### config.mk
export PLATFORM = sky130hd
export DESIGN_NAME = k_way_merge_min_heap
export DESIGN_NICKNAME = d
export VERILOG_FILES = /design/src/design/kwm_pkg.sv /design/src/design/kwm_ram.sv /design/src/design/kwm_cmp.sv /design/src/design/k_way_merge_min_heap.sv
export SDC_FILE = /design/constraint.sdc
export NUM_CORES = 1
export LEC_CHECK = 0
export BUFFER_PORTS_ARGS = -buffer_cell sky130_fd_sc_hd__buf_4
export CELL_PAD_IN_SITES_DETAIL_PLACEMENT = 0
export CELL_PAD_IN_SITES_GLOBAL_PLACEMENT = 2
export CORE_UTILIZATION = 40
export CTS_CLUSTER_DIAMETER = 50
export DETAILED_ROUTE_END_ITERATION = 10
export GPL_TIMING_DRIVEN = 0
export PLACE_DENSITY_LB_ADDON = 0.1
export SYNTH_ARGS = -nofsm -noshare
export SYNTH_HDL_FRONTEND = slang
export SYNTH_SLANG_ARGS = --single-unit
export TNS_END_PERCENT = 1
### constraint.sdc
create_clock -name clk -period 8.8 [get_ports clk]
set_input_delay 1.76 -clock clk [delete_from_list [all_inputs] [get_ports clk]]
set_output_delay 1.76 -clock clk [all_outputs]
set_load 0.02 [all_outputs]
### src/design/kwm_pkg.sv
package kwm_pkg;

    // Fixed field widths of the merge block
    localparam int LIST_BITS = 3;
    localparam int CFG_BITS  = 4;

    // Reset value of the list count register
    localparam logic [CFG_BITS-1:0] LIST_COUNT_RESET = 4'd8;

endpackage

### src/design/kwm_ram.sv
module kwm_ram #(
    parameter int WIDTH = 35,
    parameter int DEPTH = 8
) (
    input  logic                     clk,
    input  logic                     we,
    input  logic [$clog2(DEPTH)-1:0] waddr,
    input  logic [WIDTH-1:0]         wdata,
    input  logic                     re_a,
    input  logic [$clog2(DEPTH)-1:0] raddr_a,
    output logic [WIDTH-1:0]         rdata_a,
    input  logic                     re_b,
    input  logic [$clog2(DEPTH)-1:0] raddr_b,
    output logic [WIDTH-1:0]         rdata_b
);

    logic [WIDTH-1:0] mem [DEPTH];

    always_ff @(posedge clk)
    begin
        if (we)
        begin
            mem[waddr] <= wdata;
        end
        // Hold read data until the next read on that port
        if (re_a)
        begin
            rdata_a <= mem[raddr_a];
        end
        if (re_b)
        begin
            rdata_b <= mem[raddr_b];
        end
    end

endmodule

### src/design/kwm_cmp.sv
module kwm_cmp #(
    parameter int VALUE_BITS = 32
) (
    input  logic [VALUE_BITS+kwm_pkg::LIST_BITS-1:0] a,
    input  logic [VALUE_BITS+kwm_pkg::LIST_BITS-1:0] b,
    output logic                                      a_less
);

    logic signed [VALUE_BITS-1:0]       a_val;
    logic signed [VALUE_BITS-1:0]       b_val;
    logic [kwm_pkg::LIST_BITS-1:0]      a_list;
    logic [kwm_pkg::LIST_BITS-1:0]      b_list;

    assign a_val  = a[VALUE_BITS+kwm_pkg::LIST_BITS-1:kwm_pkg::LIST_BITS];
    assign b_val  = b[VALUE_BITS+kwm_pkg::LIST_BITS-1:kwm_pkg::LIST_BITS];
    assign a_list = a[kwm_pkg::LIST_BITS-1:0];
    assign b_list = b[kwm_pkg::LIST_BITS-1:0];

    // Order by signed value, break ties toward the lower list number
    always_comb
    begin
        if (a_val != b_val)
        begin
            a_less = (a_val < b_val);
        end
        else
        begin
            a_less = (a_list < b_list);
        end
    end

endmodule

### src/design/k_way_merge_min_heap.sv
// Channel   Beat signals                    Handshake
// -------   ------------------------------  -----------------------------
// in        kind, list_id, value            in_valid / in_ready
// out       merged_value, source_list,      out_valid / out_ready
//           finished
// cfg       cfg_wr_data (list count)        cfg_wr_en, no wait
//
// One input beat at a time: in_ready is high only while the sequencer is idle.
// The heap sits in a small RAM and one comparator serves every step. A push
// writes the root directly, else reads and compares each parent in turn. A pop
// reads root and last entry, then per child round reads, compares left and
// right, settles at a leaf and loads the output register; a finish marker goes
// straight there. Delivery holds while the output is full. Reset skips the RAM.
module k_way_merge_min_heap #(
    parameter int MAX_LISTS  = 8,
    parameter int VALUE_BITS = 32
) (
    input  logic                               clk,
    input  logic                               rst_n,
    input  logic                               cfg_wr_en,
    input  logic [kwm_pkg::CFG_BITS-1:0]       cfg_wr_data,
    input  logic                               in_valid,
    output logic                               in_ready,
    input  logic                               kind,
    input  logic [kwm_pkg::LIST_BITS-1:0]      list_id,
    input  logic signed [VALUE_BITS-1:0]       value,
    output logic                               out_valid,
    input  logic                               out_ready,
    output logic signed [VALUE_BITS-1:0]       merged_value,
    output logic [kwm_pkg::LIST_BITS-1:0]      source_list,
    output logic                               finished
);

    localparam int AW = $clog2(MAX_LISTS);       // heap address bits
    localparam int CW = $clog2(MAX_LISTS + 1);   // heap count bits
    localparam int XW = AW + 2;                  // child index bits
    localparam int LB = kwm_pkg::LIST_BITS;
    localparam int IW = VALUE_BITS + LB;         // heap entry {value, list}

    typedef enum logic [1:0] {
        PH_LOAD  = 2'd0,
        PH_MERGE = 2'd1,
        PH_DONE  = 2'd2
    } phase_t;

    typedef enum logic [3:0] {
        S_IDLE,
        S_PUSH_RD,
        S_PUSH_CMP,
        S_POP,
        S_POP_LD,
        S_SIFT_RD,
        S_SIFT_L,
        S_SIFT_R,
        S_DELIVER
    } state_t;

    // Sequencer and merge control
    state_t                        state_reg, state_next;
    phase_t                        phase_reg, phase_next;
    logic [CW-1:0]                 count_reg, count_next;
    logic [kwm_pkg::CFG_BITS-1:0]  reported_reg, reported_next;
    logic [LB-1:0]                 awaiting_reg, awaiting_next;
    logic [kwm_pkg::CFG_BITS-1:0]  list_count_reg;
    logic                          emit_reg, emit_next;

    // Working item registers
    logic [IW-1:0]                 new_reg, new_next;
    logic [IW-1:0]                 last_reg, last_next;
    logic [IW-1:0]                 cand_reg, cand_next;
    logic [AW-1:0]                 hole_reg, hole_next;
    logic [AW-1:0]                 cand_idx_reg, cand_idx_next;
    logic                          cand_child_reg, cand_child_next;
    logic                          r_ok_reg, r_ok_next;

    // Pending result and output register
    logic [VALUE_BITS-1:0]         res_val_reg, res_val_next;
    logic [LB-1:0]                 res_list_reg, res_list_next;
    logic                          res_fin_reg, res_fin_next;
    logic                          out_valid_reg, out_valid_next;
    logic [VALUE_BITS-1:0]         merged_value_reg, merged_value_next;
    logic [LB-1:0]                 source_list_reg, source_list_next;
    logic                          finished_reg, finished_next;

    // RAM port signals
    logic                          ram_we;
    logic [AW-1:0]                 ram_waddr;
    logic [IW-1:0]                 ram_wdata;
    logic                          ram_re_a, ram_re_b;
    logic [AW-1:0]                 ram_raddr_a, ram_raddr_b;
    logic [IW-1:0]                 ram_rdata_a, ram_rdata_b;

    // Shared comparator
    logic [IW-1:0]                 cmp_a, cmp_b;
    logic                          cmp_less;

    // Derived values
    logic [kwm_pkg::CFG_BITS-1:0]  eff_count;
    logic [kwm_pkg::CFG_BITS-1:0]  reported_inc;
    logic [AW-1:0]                 parent_idx;
    logic [XW-1:0]                 l_idx, r_idx, count_ext;
    logic                          in_beat;

    kwm_ram #(
        .WIDTH (IW),
        .DEPTH (MAX_LISTS)
    ) u_heap_ram (
        .clk     (clk),
        .we      (ram_we),
        .waddr   (ram_waddr),
        .wdata   (ram_wdata),
        .re_a    (ram_re_a),
        .raddr_a (ram_raddr_a),
        .rdata_a (ram_rdata_a),
        .re_b    (ram_re_b),
        .raddr_b (ram_raddr_b),
        .rdata_b (ram_rdata_b)
    );

    kwm_cmp #(
        .VALUE_BITS (VALUE_BITS)
    ) u_cmp (
        .a      (cmp_a),
        .b      (cmp_b),
        .a_less (cmp_less)
    );

    assign in_ready     = (state_reg == S_IDLE);
    assign in_beat      = in_valid && in_ready;
    assign out_valid    = out_valid_reg;
    assign merged_value = merged_value_reg;
    assign source_list  = source_list_reg;
    assign finished     = finished_reg;

    // Clamp the list count: zero counts as one, anything above MAX_LISTS as MAX_LISTS
    always_comb
    begin
        if (list_count_reg == '0)
        begin
            eff_count = kwm_pkg::CFG_BITS'(1);
        end
        else if (32'(list_count_reg) > MAX_LISTS)
        begin
            eff_count = kwm_pkg::CFG_BITS'(MAX_LISTS);
        end
        else
        begin
            eff_count = list_count_reg;
        end
    end

    assign reported_inc = reported_reg + kwm_pkg::CFG_BITS'(1);
    assign parent_idx   = AW'((hole_reg - AW'(1)) >> 1);
    assign l_idx        = {1'b0, hole_reg, 1'b1};
    assign r_idx        = l_idx + XW'(1);
    assign count_ext    = XW'(count_reg);

    // Steer the one comparator by sequencer step
    always_comb
    begin
        cmp_a = new_reg;
        cmp_b = ram_rdata_a;
        case (state_reg)
            S_SIFT_L:
            begin
                cmp_a = ram_rdata_a;
                cmp_b = last_reg;
            end
            S_SIFT_R:
            begin
                cmp_a = ram_rdata_b;
                cmp_b = cand_reg;
            end
            default:
            begin
                cmp_a = new_reg;
                cmp_b = ram_rdata_a;
            end
        endcase
    end

    always_comb
    begin
        state_next        = state_reg;
        phase_next        = phase_reg;
        count_next        = count_reg;
        reported_next     = reported_reg;
        awaiting_next     = awaiting_reg;
        emit_next         = emit_reg;
        new_next          = new_reg;
        last_next         = last_reg;
        cand_next         = cand_reg;
        hole_next         = hole_reg;
        cand_idx_next     = cand_idx_reg;
        cand_child_next   = cand_child_reg;
        r_ok_next         = r_ok_reg;
        res_val_next      = res_val_reg;
        res_list_next     = res_list_reg;
        res_fin_next      = res_fin_reg;
        merged_value_next = merged_value_reg;
        source_list_next  = source_list_reg;
        finished_next     = finished_reg;
        ram_we            = 1'b0;
        ram_waddr         = hole_reg;
        ram_wdata         = new_reg;
        ram_re_a          = 1'b0;
        ram_raddr_a       = parent_idx;
        ram_re_b          = 1'b0;
        ram_raddr_b       = '0;

        // Drop the output beat once taken
        out_valid_next = out_valid_reg && !out_ready;

        unique case (state_reg)
            S_IDLE:
            begin
                if (in_beat)
                begin
                    new_next = {value, list_id};
                    if (phase_reg == PH_LOAD)
                    begin
                        if ({1'b0, list_id} == reported_reg)
                        begin
                            reported_next = reported_inc;
                            emit_next     = (reported_inc >= eff_count);
                            if (!kind && (count_reg < CW'(MAX_LISTS)))
                            begin
                                hole_next  = count_reg[AW-1:0];
                                count_next = count_reg + CW'(1);
                                state_next = S_PUSH_RD;
                            end
                            else if (reported_inc >= eff_count)
                            begin
                                state_next = S_POP;
                            end
                        end
                    end
                    else if (phase_reg == PH_MERGE)
                    begin
                        if (list_id == awaiting_reg)
                        begin
                            emit_next = 1'b1;
                            if (!kind && (count_reg < CW'(MAX_LISTS)))
                            begin
                                hole_next  = count_reg[AW-1:0];
                                count_next = count_reg + CW'(1);
                                state_next = S_PUSH_RD;
                            end
                            else
                            begin
                                state_next = S_POP;
                            end
                        end
                    end
                end
            end

            S_PUSH_RD:
            begin
                if (hole_reg == '0)
                begin
                    ram_we     = 1'b1;
                    ram_waddr  = hole_reg;
                    ram_wdata  = new_reg;
                    state_next = emit_reg ? S_POP : S_IDLE;
                end
                else
                begin
                    ram_re_a    = 1'b1;
                    ram_raddr_a = parent_idx;
                    state_next  = S_PUSH_CMP;
                end
            end

            S_PUSH_CMP:
            begin
                ram_we    = 1'b1;
                ram_waddr = hole_reg;
                if (cmp_less)
                begin
                    // Move the parent down and climb
                    ram_wdata  = ram_rdata_a;
                    hole_next  = parent_idx;
                    state_next = S_PUSH_RD;
                end
                else
                begin
                    ram_wdata  = new_reg;
                    state_next = emit_reg ? S_POP : S_IDLE;
                end
            end

            S_POP:
            begin
                if (count_reg == '0)
                begin
                    res_val_next  = '0;
                    res_list_next = '0;
                    res_fin_next  = 1'b1;
                    phase_next    = PH_DONE;
                    state_next    = S_DELIVER;
                end
                else
                begin
                    ram_re_a    = 1'b1;
                    ram_raddr_a = '0;
                    ram_re_b    = 1'b1;
                    ram_raddr_b = AW'(count_reg - CW'(1));
                    count_next  = count_reg - CW'(1);
                    state_next  = S_POP_LD;
                end
            end

            S_POP_LD:
            begin
                res_val_next  = ram_rdata_a[IW-1:LB];
                res_list_next = ram_rdata_a[LB-1:0];
                res_fin_next  = 1'b0;
                awaiting_next = ram_rdata_a[LB-1:0];
                phase_next    = PH_MERGE;
                last_next     = ram_rdata_b;
                hole_next     = '0;
                state_next    = S_SIFT_RD;
            end

            S_SIFT_RD:
            begin
                if (l_idx >= count_ext)
                begin
                    // Leaf reached: settle the former last entry here
                    if (count_reg != '0)
                    begin
                        ram_we    = 1'b1;
                        ram_waddr = hole_reg;
                        ram_wdata = last_reg;
                    end
                    state_next = S_DELIVER;
                end
                else
                begin
                    ram_re_a    = 1'b1;
                    ram_raddr_a = l_idx[AW-1:0];
                    ram_re_b    = (r_idx < count_ext);
                    ram_raddr_b = r_idx[AW-1:0];
                    r_ok_next   = (r_idx < count_ext);
                    state_next  = S_SIFT_L;
                end
            end

            S_SIFT_L:
            begin
                if (cmp_less)
                begin
                    cand_next       = ram_rdata_a;
                    cand_idx_next   = l_idx[AW-1:0];
                    cand_child_next = 1'b1;
                end
                else
                begin
                    cand_next       = last_reg;
                    cand_child_next = 1'b0;
                end
                state_next = S_SIFT_R;
            end

            S_SIFT_R:
            begin
                ram_we    = 1'b1;
                ram_waddr = hole_reg;
                if (r_ok_reg && cmp_less)
                begin
                    ram_wdata  = ram_rdata_b;
                    hole_next  = r_idx[AW-1:0];
                    state_next = S_SIFT_RD;
                end
                else if (cand_child_reg)
                begin
                    ram_wdata  = cand_reg;
                    hole_next  = cand_idx_reg;
                    state_next = S_SIFT_RD;
                end
                else
                begin
                    ram_wdata  = last_reg;
                    state_next = S_DELIVER;
                end
            end

            S_DELIVER:
            begin
                // Hold until the output register is free
                if (!out_valid_reg || out_ready)
                begin
                    out_valid_next    = 1'b1;
                    merged_value_next = res_val_reg;
                    source_list_next  = res_list_reg;
                    finished_next     = res_fin_reg;
                    emit_next         = 1'b0;
                    state_next        = S_IDLE;
                end
            end

            default:
            begin
                state_next = S_IDLE;
            end
        endcase
    end

    always_ff @(posedge clk or negedge rst_n)
    begin
        if (!rst_n)
        begin
            state_reg        <= S_IDLE;
            phase_reg        <= PH_LOAD;
            count_reg        <= '0;
            reported_reg     <= '0;
            awaiting_reg     <= '0;
            list_count_reg   <= kwm_pkg::LIST_COUNT_RESET;
            emit_reg         <= 1'b0;
            out_valid_reg    <= 1'b0;
            new_reg          <= '0;
            last_reg         <= '0;
            cand_reg         <= '0;
            hole_reg         <= '0;
            cand_idx_reg     <= '0;
            cand_child_reg   <= 1'b0;
            r_ok_reg         <= 1'b0;
            res_val_reg      <= '0;
            res_list_reg     <= '0;
            res_fin_reg      <= 1'b0;
            merged_value_reg <= '0;
            source_list_reg  <= '0;
            finished_reg     <= 1'b0;
        end
        else
        begin
            state_reg        <= state_next;
            phase_reg        <= phase_next;
            count_reg        <= count_next;
            reported_reg     <= reported_next;
            awaiting_reg     <= awaiting_next;
            emit_reg         <= emit_next;
            out_valid_reg    <= out_valid_next;
            new_reg          <= new_next;
            last_reg         <= last_next;
            cand_reg         <= cand_next;
            hole_reg         <= hole_next;
            cand_idx_reg     <= cand_idx_next;
            cand_child_reg   <= cand_child_next;
            r_ok_reg         <= r_ok_next;
            res_val_reg      <= res_val_next;
            res_list_reg     <= res_list_next;
            res_fin_reg      <= res_fin_next;
            merged_value_reg <= merged_value_next;
            source_list_reg  <= source_list_next;
            finished_reg     <= finished_next;
            if (cfg_wr_en)
            begin
                list_count_reg <= cfg_wr_data;
            end
        end
    end

`ifndef SYNTHESIS
    a_count_bound: assert property (@(posedge clk) disable iff (!rst_n)
        count_reg <= CW'(MAX_LISTS))
        else $error("heap count above capacity");

    a_write_in_heap: assert property (@(posedge clk) disable iff (!rst_n)
        ram_we |-> (CW'(ram_waddr) < count_reg))
        else $error("heap write outside occupied entries");

    a_finish_done: assert property (@(posedge clk) disable iff (!rst_n)
        (out_valid_reg && finished_reg) |-> (phase_reg == PH_DONE))
        else $error("finished marker outside done phase");

    a_done_ignores: assert property (@(posedge clk) disable iff (!rst_n)
        (in_beat && (phase_reg == PH_DONE)) |=> (state_reg == S_IDLE))
        else $error("beat after finish started work");
`endif

endmodule
==> run_results.csv, run 1 <==
group,metric,value,unit
sta,number_of_endpoints_with_negative_hold_slack_in_the_final_report,0,
worst_setup_path,worst_setup_path_class,"reg2reg",
worst_setup_path,reg2reg_setup_slack,1.29,ns
layout,final_nets,2477,
detailed_routing,vias,19400,
sta,slew-limit-headroom,-0.0329,
global_route,grt_first_pass_wirelength,135,mm
floorplan,io_pins,83,
yosys,synthDistinctLibCells,56,
sta,rsz0062_at_grt,"no",
yosys,share_of_flip_flops_with_an_asynchronous_set_or_reset_after_synthesis,0.372,
sta,clock.fmax,133,MHz
worst_setup_path,cp_launch_type,"flop",
yosys,postSynth.topFlopCell,"edfxtp_1",
detailed_routing,route.detailed.vias_per_inst,5.85,
clock_tree,clk_pin_slew_worst_paths,0.05,ns
yosys,synth_seq_area_share,0.570,
sta,finalCritPeriodShare,0.853,
floorplan,core,0.0676,mm^2
clock_tree,cts_tree,"done",
yosys,post_synth.cell_area_avg,12.5,um^2
status,run_status,"finished, violations left",
yosys,synth_compound_area_frac,0.106,
worst_setup_path,required,9.00,ns
layout,multi_input_area,0.0112,mm^2
detailed_routing,detail_route.wl_per_cell,28.1,um
floorplan,starting_utilization_of_the_core_area,0.407,
layout,layout.cells.non_filler,3317,
worst_setup_path,worst_ep_arrival_time,7.70,ns
floorplan,die_span_in_y,264,um
worst_setup_path,crit_slowest_cell,"o31ai_1",
clock_tree,worst_skew_pair.late_latency,0.64,ns
clock_tree,clock-root-buffer,"clkbuf_16",
detailed_routing,total_routed_wirelength,93.1,mm
global_route,first_global_vias,19400,
layout,fin_area,0.0322,mm^2
clock_tree,cts_max_level,3,
detailed_routing,detail_route.first_pass.iterations,5,
floorplan,placement_rows,95,
yosys,synth_enable_flop_cells,350,
sta,finalWorstPathRequiredPeriod,7.51,ns
power,powerDensity,480,mW/mm^2
global_route,grt_remaining_overflow,0,
detailed_routing,ant_nets,0,
global_route,grt_util_all_layers,0.268,
clock_tree,clk_path_buf_depth,3,
run,drv_cap,2,
worst_setup_path,crit_path_frequent_cell,"clkbuf_1",
sta,worst_case_clock_skew,0.0261,ns
yosys,nets_in_the_synthesized_netlist,2299,
detailed_routing,route.detailed.drc,0,
clock_tree,cts.hold.buffers_added,0,
placement,hpwlAfterDp,67.7,mm
sta,slew_viol_final,18,
floorplan,die_w,264,um
sta,setup-violations-final,0,
clock_tree,post_cts_resized,0,
worst_hold_path,min_path_type,"reg2reg",
worst_setup_path,worstPathCellList,"clkbuf_1 -> nand3b_1 -> clkbuf_1 -> clkbuf_1 -> buf_1 -> a21oi_1 -> ha_1 -> nand4_1 -> nor4_1 -> o21ai_0 -> a31o_2 -> a31oi_4 -> nand2b_1 -> buf_2 -> buf_2 -> nor2_1 -> o31ai_1",
layout,drive_above_1_share,0.197,
yosys,yosys_warnings,0,
clock_tree,cts_inserted_buffers,75,
global_route,antenna_found_initial,1,
detailed_routing,initial_detailed_routing_violation_count,1921,
layout,layout.core_utilization,0.476,
global_route,grt_max_degree,92,
yosys,synthXorXnorAreaFrac,0.00541,
placement,io_buffers,82,
sta,worst_slew_pin_slew,1.54,ns
placement,numPlacedInstances,3177,
layout,registers.top_by_ff_count,"u_heap_ram.mem",
worst_setup_path,highest_fanout_seen_on_the_critical_path,10,
yosys,combinational_family_with_the_most_area_after_synthesis,"multiplexers",
clock_tree,clock_sink_count,557,
layout,largest_register_ff_count,280,
yosys,post_synth_and_or_nand_nor_area_fraction,0.0808,
status,failed_checks,"max-capacitance violations, max-slew violations",
sta,timing.hold.ws,0.473,ns
yosys,mappedNetlistArea,0.0275,mm^2
yosys,multiplexer_share_of_the_synthesized_area,0.190,
worst_setup_path,setup.worst_path.end_class,"flop",
power,standby_leakage_power,0.0122,uW
yosys,synthesis.instances,2204,
floorplan,die_area,0.0699,mm^2
layout,layout.area.seq,0.0157,mm^2
yosys,total_of_flip_flops_plus_latches_after_synthesis,557,
placement,routabilityCongestion,0.916,
layout,flow.area_growth_from_synthesis,16.9,%
layout,fillCellCount,6105,
worst_setup_path,crit_path_max_incr_delay,1.23,ns
clock_tree,post-cts-setup-buffers,0,
placement,placed_area,0.0296,mm^2
yosys,synth_fa_ha_area_frac,0.0227,
power,power.ir.vdd_worst,0.196,mV
==> routing by layer <==
layer	vias up	global-route usage	share of wire	wire, um
met5	-	0	0	0
li1	8676	-	-	-
met1	9874	0.371	0.44	40900
met3	152	0.0432	0.065	6050
met4	0	0.0891	0.030	2750
met2	714	0.428	0.47	43500
==> kinds of logic after synthesis <==
| logic type | Yosys count |
|---|---|
| buffers and inverters | 168 |
| adder cells (fa/ha/maj) | 50 |
| AO/OA/AOI/OAI | 464 |
| multiplexers | 416 |
| AND/OR/NAND/NOR | 532 |
| flip-flops | 557 |
| XOR/XNOR | 17 |
==> placed cells by master (no fill, tap or decap), drive strengths merged, types with 42 or more instances in the layout <==
master / instances
o21ai: 153
mux2: 151
clkbuf: 208
mux2i: 195
ha: 50
mux4: 70
o211ai: 59
nor2: 124
a21oi: 124
o221ai: 42
nand2: 311
edfxtp: 350
dfrtp: 206
buf: 146
==> layout make-up <==
cell class | instances | area share
Antenna cell | 2 | 0.000156
Buffer | 154 | 0.0198
Clock buffer | 99 | 0.0640
Clock inverter | 38 | 0.0146
Inverter | 14 | 0.00163
Multi-Input combinational cell | 1479 | 0.348
Sequential cell | 557 | 0.488
Tap cell | 873 | 0.0340
Timing Repair Buffer | 101 | 0.0296
==> where the power goes <==
group          switching, uW  internal, uW
combinational           4690          2630
sequential               867          4180
clock                   1220          1850
==> per-stage QoR <==
stage / setup WS, ns / TNS (ns) / total power (uW)
final: 1.29 / 0 / 15400
after global routing: 1.19 / 0 / 16200
after CTS: 1.44 / 0 / 15400
after detailed placement: 1.46 / 0 / 12300
after global placement: -0.710 / -45.99 / 12100
after floorplan: 3.60 / 0 / 9370
==> Yosys cell counts, types with 11 or more instances <==
library cell | number | area share
a211oi_1 | 27 | 0.0074
inv_1 | 14 | 0.0019
buf_2 | 24 | 0.0044
nor3_1 | 19 | 0.0035
nor2_1 | 124 | 0.017
o221ai_1 | 42 | 0.013
mux4_2 | 70 | 0.057
o211ai_1 | 59 | 0.016
dfrtp_1 | 206 | 0.19
o21ai_0 | 140 | 0.025
edfxtp_1 | 350 | 0.38
clkbuf_1 | 108 | 0.015
nand2b_1 | 12 | 0.0027
mux2_2 | 146 | 0.060
mux2i_1 | 195 | 0.071
nand2_1 | 311 | 0.042
o21ai_1 | 13 | 0.0024
ha_1 | 50 | 0.023
xnor2_1 | 12 | 0.0038
nor2b_1 | 29 | 0.0066
a21oi_1 | 124 | 0.023
buf_1 | 14 | 0.0019
a22oi_1 | 11 | 0.0030
nand3_1 | 12 | 0.0022
==> path summary, 6_finish.rpt <==
check	startpoint	cells after the start	to
worst max-delay path	state_reg[1]	17	u_heap_ram.mem[5][1]
worst min-delay path	cand_idx_reg[0]	1	cand_idx_reg[0]
worst max register to register	state_reg[1]	17	u_heap_ram.mem[5][1]
worst min register to register	cand_idx_reg[0]	1	cand_idx_reg[0]
max in group asynchronous	rst_n	3	new_reg[17]
min in group asynchronous	rst_n	1	list_count_reg[1]
==> critical path, delay by kind of cell (launching register included) <==
| family | cells | cell delay (ns) |
|---|---|---|
| fa+ha+maj | 1 | 0.37 |
| compound gates | 5 | 2.32 |
| buf+inv | 6 | 2.70 |
| flops | 1 | 0.35 |
| simple gates | 5 | 1.31 |
Note: power is estimated with default switching activity, not from simulation.
==> inputs of run 2 (changes only) <==
--- a/config.mk
+++ b/config.mk
@@ -12,7 +12,7 @@
 export CTS_CLUSTER_DIAMETER = 50
 export DETAILED_ROUTE_END_ITERATION = 10
 export GPL_TIMING_DRIVEN = 0
-export PLACE_DENSITY_LB_ADDON = 0.1
+export PLACE_DENSITY = 0.75
 export SYNTH_ARGS = -nofsm -noshare
 export SYNTH_HDL_FRONTEND = slang
 export SYNTH_SLANG_ARGS = --single-unit
==> constraint.sdc (replaced) <==
create_clock -name clk -period 8.5 [get_ports clk]
set_input_delay 1.7 -clock clk [delete_from_list [all_inputs] [get_ports clk]]
set_output_delay 1.7 -clock clk [all_outputs]
set_load 0.02 [all_outputs]
==> run_results.csv, run 2 (synthesis results as in run 1) <==
group,metric,value,unit
layout,registers.top_by_ff_count,"u_heap_ram.mem",
layout,most_common_library_cell_in_the_layout_ignoring_fill_and_taps,"edfxtp_1",
clock_tree,cts_tree,"done",
sta,finalWorstPathRequiredPeriod,7.25,ns
layout,flow.area_growth_from_synthesis,17.6,%
layout,drive_above_1_share,0.204,
floorplan,io_pins,83,
floorplan,die_span_in_y,264,um
placement,routabilityCongestion,0.920,
clock_tree,worst_skew_pair.late_latency,0.64,ns
clock_tree,clk_pin_slew_worst_paths,0.06,ns
power,standby_leakage_power,0.0123,uW
clock_tree,clock-root-buffer,"clkbuf_16",
sta,clock.fmax,138,MHz
global_route,grt_first_pass_wirelength,133,mm
sta,post-route-worst-setup-slack,1.25,ns
detailed_routing,route.detailed.drc,0,
worst_setup_path,highest_fanout_seen_on_the_critical_path,10,
sta,finalCritPeriodShare,0.853,
detailed_routing,detail_route.wl_per_cell,27.5,um
sta,slew-limit-headroom,0.0484,
floorplan,die_w,264,um
clock_tree,post_cts_resized,0,
layout,most_frequent_cells_in_the_layout,"edfxtp_1 (350), nand2_1 (310), dfrtp_1 (206)",
sta,setup-violations-final,0,
worst_setup_path,crit_path_max_incr_delay,1.14,ns
detailed_routing,initial_detailed_routing_violation_count,1873,
clock_tree,cts_inserted_buffers,78,
layout,antenna-diode-count,0,
worst_setup_path,cp.buffers_inverters,6,
worst_setup_path,setup.worst_path.end_class,"flop",
worst_setup_path,crit_slowest_cell,"o31ai_1",
worst_setup_path,worst_ep_arrival_time,7.49,ns
placement,io_buffers,82,
clock_tree,clock_sink_count,557,
status,run_status,"finished clean",
floorplan,core,0.0676,mm^2
worst_hold_path,min_path_type,"reg2reg",
detailed_routing,ant_nets,0,
floorplan,starting_utilization_of_the_core_area,0.407,
worst_setup_path,worst_setup_path_class,"reg2reg",
detailed_routing,total_routed_wirelength,91.3,mm
placement,placed_area,0.0296,mm^2
clock_tree,cts_max_level,3,
worst_setup_path,crit_path_frequent_cell,"clkbuf_1",
global_route,grt_max_degree,105,
sta,number_of_endpoints_with_negative_hold_slack_in_the_final_report,0,
global_route,first_global_vias,19500,
worst_hold_path,worst_hold_path.num_cells,1,
floorplan,placement_rows,95,
worst_setup_path,cp_launch_type,"flop",
placement,hpwlAfterDp,65.7,mm
placement,place_ws,1.20,ns
power,power.ir.vdd_worst,0.197,mV
run,drv_cap,0,
worst_setup_path,worstPathCellList,"clkbuf_1 -> nand3b_1 -> clkbuf_1 -> clkbuf_1 -> buf_1 -> nand2_1 -> o21ai_0 -> ha_1 -> nand4_1 -> nor3_1 -> o22ai_1 -> or3b_1 -> a31oi_4 -> nand2b_1 -> buf_2 -> buf_2 -> nor2_1 -> o31ai_1",
detailed_routing,vias,19600,
layout,largest_register_ff_count,280,
sta,worst_case_clock_skew,0.0317,ns
clock_tree,clk_path_buf_depth,3,
layout,final_nets,2480,
sta,worst_slew_pin_slew,1.42,ns
worst_setup_path,worstSetupPathDepth,18,
detailed_routing,route.detailed.vias_per_inst,5.89,
layout,fin_area,0.0324,mm^2
global_route,grt_remaining_overflow,0,
worst_setup_path,timing.critical_path.max_delay_family,"buffers and inverters",
global_route,grt_util_all_layers,0.261,
sta,rsz0062_at_grt,"no",
clock_tree,cts.hold.buffers_added,0,
sta,timing.hold.ws,0.467,ns
detailed_routing,detail_route.first_pass.iterations,6,
worst_setup_path,required,8.74,ns
worst_setup_path,worst_reg_to_reg_path_cell_count,18,
clock_tree,post-cts-setup-buffers,0,
global_route,antenna_found_initial,1,
sta,slew_viol_final,0,
floorplan,die_area,0.0699,mm^2
power,powerDensity,499,mW/mm^2
run 2: cell types whose count changed in the layout (fill, tap and decap cells not counted), moves of 2 or more:
cell       delta
clkinv_16     +2
clkbuf_1      -8
clkbuf_8      -3
clkinv_4      +5
clkinv_2      +4
inv_6         +3
clkbuf_16     +3
diode_2       -2
inv_8         +5
run 2: path summary, 6_finish.rpt:
path                                 start                    to  slack [ns]
min in group asynchronous            rst_n          state_reg[2]        1.15
setup reg to reg              state_reg[1]  u_heap_ram.mem[3][1]        1.25
setup / recovery              state_reg[1]  u_heap_ram.mem[3][1]        1.25
max in group asynchronous            rst_n           new_reg[13]        6.30
hold / removal             cand_idx_reg[0]       cand_idx_reg[0]        0.47
hold reg to reg            cand_idx_reg[0]       cand_idx_reg[0]        0.47
run 2: area by class of cell:
cell class	count	area (um^2)
tap	873	1090
fill	6028	35300
multi-input combinational	1479	11200
sequential	557	15700
clock buffer	91	2060
clock inverter	55	676
inverter	14	52.6
timing repair buffer	101	931
buffer	154	638
run 2: power by group:
part	switching, uW	internal (uW)	leakage, uW
Clock	1340	2010	0.00132
Combinational	4860	2720	0.00529
Sequential	876	4330	0.00571
run 2: per-stage QoR:
stage | cells | power [uW] | util | setup TNS (ns)
2_1_floorplan | 2204 | 9700 | - | 0
5_1_grt | 3324 | 16900 | 0.478 | 0
3_5_place_dp | 3177 | 12700 | 0.438 | 0
3_3_place_gp | 3159 | 12500 | 0.432 | -58.66
4_1_cts | 3323 | 16100 | 0.478 | 0
6_report | 3324 | 16100 | 0.478 | 0
run 2: worst reg2reg max path, cell delays in order (launching register included):
cell	delay, ns
dfrtp_1	0.35
clkbuf_1	0.20
nand3b_1	0.22
clkbuf_1	0.58
clkbuf_1	0.52
buf_1	0.62
nand2_1	0.10
o21ai_0	0.12
ha_1	0.22
nand4_1	0.14
nor3_1	0.64
o22ai_1	0.24
or3b_1	0.49
a31oi_4	0.33
nand2b_1	0.15
buf_2	0.27
buf_2	0.42
nor2_1	0.08
o31ai_1	1.14
run 2: layer usage:
layer	share of wire	vias to the layer above	GRT usage
met3	0.070	152	0.0385
li1	-	8687	-
met4	0.032	0	0.0944
met2	0.46	842	0.414
met1	0.43	9904	0.364
met5	0	-	0
==> inputs of run 3 (changes only) <==
--- a/config.mk
+++ b/config.mk
@@ -8,6 +8,7 @@
 export BUFFER_PORTS_ARGS = -buffer_cell sky130_fd_sc_hd__buf_4
 export CELL_PAD_IN_SITES_DETAIL_PLACEMENT = 0
 export CELL_PAD_IN_SITES_GLOBAL_PLACEMENT = 2
+export CORE_ASPECT_RATIO = 1.5
 export CORE_UTILIZATION = 40
 export CTS_CLUSTER_DIAMETER = 50
 export DETAILED_ROUTE_END_ITERATION = 10
==> run_results.csv, run 3 (synthesis results as in run 1) <==
group,metric,value,unit
clock_tree,clk_path_buf_depth,3,
power,power.ir.vdd_worst,0.322,mV
worst_setup_path,required,8.77,ns
clock_tree,cts.hold.buffers_added,0,
worst_setup_path,cp_launch_type,"flop",
clock_tree,worst_skew_pair.late_latency,0.67,ns
sta,finalWorstPathRequiredPeriod,7.47,ns
global_route,first_global_vias,20200,
layout,final_nets,2460,
detailed_routing,route.detailed.drc,0,
placement,routabilityCongestion,0.927,
worst_setup_path,worstPathCellList,"clkbuf_1 -> nand3b_1 -> clkbuf_1 -> clkbuf_1 -> buf_1 -> a21oi_1 -> ha_1 -> nand4_1 -> nor3_1 -> o22ai_1 -> or3b_1 -> a31oi_4 -> nand2b_1 -> buf_2 -> buf_2 -> nor2_1 -> o31ai_1",
floorplan,die_span_in_y,323,um
worst_setup_path,terminus_of_the_critical_flop_to_flop_path,"u_heap_ram.mem[3][1]",
clock_tree,post_cts_resized,0,
sta,worst_case_clock_skew,0.0253,ns
power,powerDensity,487,mW/mm^2
worst_setup_path,worst_ep_arrival_time,7.75,ns
layout,largest_register_ff_count,280,
global_route,grt_util_all_layers,0.268,
sta,setup-violations-final,0,
global_route,antenna_found_initial,0,
worst_setup_path,crit_path_max_incr_delay,1.10,ns
clock_tree,cts_max_level,2,
worst_hold_path,min_delay_worst_endpoint,"res_list_reg[0]",
clock_tree,post-cts-setup-buffers,0,
detailed_routing,met3_wirelength_from_detailed_routing,5.34,mm
layout,antenna-diode-count,0,
run,drv_cap,0,
worst_hold_path,min_path_type,"reg2reg",
placement,numPlacedInstances,3198,
floorplan,starting_utilization_of_the_core_area,0.405,
detailed_routing,route.detailed.vias_per_inst,5.83,
detailed_routing,total_routed_wirelength,93.3,mm
worst_setup_path,setup.worst_path.end_class,"flop",
clock_tree,clock_sink_count,557,
detailed_routing,ant_nets,0,
layout,registers.top_by_ff_count,"u_heap_ram.mem",
worst_setup_path,crit_path_frequent_cell,"clkbuf_1",
worst_setup_path,crit_slowest_cell,"o31ai_1",
global_route,grt_first_pass_wirelength,136,mm
clock_tree,clk_pin_slew_worst_paths,0.06,ns
worst_setup_path,worst_reg_to_reg_path_cell_count,17,
detailed_routing,top_layer_used,"met4",
layout,drive_above_1_share,0.185,
placement,placed_area,0.0296,mm^2
detailed_routing,initial_detailed_routing_violation_count,1832,
power,standby_leakage_power,0.0119,uW
sta,clock.fmax,134,MHz
clock_tree,cts_tree,"done",
worst_setup_path,reg2reg_setup_slack,1.03,ns
floorplan,placement_rows,117,
clock_tree,cts_inserted_buffers,57,
floorplan,die_area,0.0699,mm^2
worst_setup_path,timing.critical_path.max_delay_family,"buffers and inverters",
sta,slew_viol_final,0,
sta,finalCritPeriodShare,0.879,
worst_hold_path,hp-start,"res_list_reg[0]",
worst_hold_path,worst_hold_path.num_cells,2,
detailed_routing,routed_wl_met2,47.0,mm
detailed_routing,detail_route.first_pass.iterations,5,
global_route,grt_remaining_overflow,0,
sta,slew-limit-headroom,0.0885,
status,run_status,"finished clean",
clock_tree,clock-root-buffer,"clkbuf_16",
layout,layout.cells.non_filler,3302,
global_route,grt_max_degree,109,
sta,worst_slew_pin_slew,1.36,ns
floorplan,io_pins,83,
placement,hpwlAfterDp,69.0,mm
layout,most_common_library_cell_in_the_layout_ignoring_fill_and_taps,"edfxtp_1",
floorplan,die_w,216,um
worst_setup_path,rr_startpoint,"state_reg[1]",
layout,most_frequent_cells_in_the_layout,"edfxtp_1 (350), nand2_1 (310), dfrtp_1 (206)",
floorplan,core,0.0679,mm^2
placement,io_buffers,82,
worst_setup_path,worst_setup_path_class,"reg2reg",
sta,rsz0062_at_grt,"no",
sta,number_of_endpoints_with_negative_hold_slack_in_the_final_report,0,
detailed_routing,vias,19200,
worst_setup_path,cp.buffers_inverters,6,
worst_setup_path,highest_fanout_seen_on_the_critical_path,10,
detailed_routing,detail_route.wl_per_cell,28.2,um
layout,fin_area,0.0315,mm^2
detailed_routing,wirelength_met1,35.7,mm
layout,flow.area_growth_from_synthesis,14.4,%
[run 3: cell type report]
cell class | count | area [um^2]
Inverter | 14 | 52.6
Buffer | 154 | 638
Sequential cell | 557 | 15700
Clock buffer | 70 | 1510
Tap cell | 892 | 1120
Timing Repair Buffer | 102 | 941
Multi-Input combinational cell | 1479 | 11200
Clock inverter | 34 | 348
Fill cell | 6170 | 36400
[run 3: per-layer routing]
metal  global-route usage  vias to the layer above
li1                     -                     8614
met5                    0                        -
met1                0.311                     9631
met2                0.477                      749
met4                0.142                        0
met3               0.0402                      250
[run 3: where the power goes]
part / switching, uW / internal [uW] / total (uW)
registers: 830 / 4330 / 5160
clock network: 1130 / 1400 / 2530
logic: 4940 / 2720 / 7660
[run 3: worst max-delay path by stage]
stage / startpoint / endpoint / depth (start not counted)
detailed placement: state_reg[1] / u_heap_ram.mem[2][3] / 17
global placement: hole_reg[0] / u_heap_ram.mem[1][11] / 10
finish: state_reg[1] / u_heap_ram.mem[3][1] / 17
CTS: state_reg[1] / u_heap_ram.mem[0][3] / 17
floorplan: hole_reg[0] / u_heap_ram.mem[1][0] / 10
global route: state_reg[1] / u_heap_ram.mem[0][1] / 18
[run 3: worst reg2reg max path: cells and delay by family (launching register included)]
family / cells / cell delay, ns
AO/OA/AOI/OAI: 4 / 1.78
buffers and inverters: 6 / 2.59
adder cells (fa/ha/maj): 1 / 0.38
flip-flops: 1 / 0.35
AND/OR/NAND/NOR: 6 / 2.00
[run 3: stage by stage]
step                power [uW]  TNS, ns  hold WS (ns)   util  setup WS (ns)
finish                   15300        0         0.478  0.464           1.03
global route             16100        0         0.514  0.464          0.823
CTS                      15300        0         0.486  0.464           1.32
detailed placement       12700        0         0.470  0.436           1.33
global placement         12500   -73.99         0.466  0.431          -1.08
floorplan                 9700        0         0.434      -           3.30
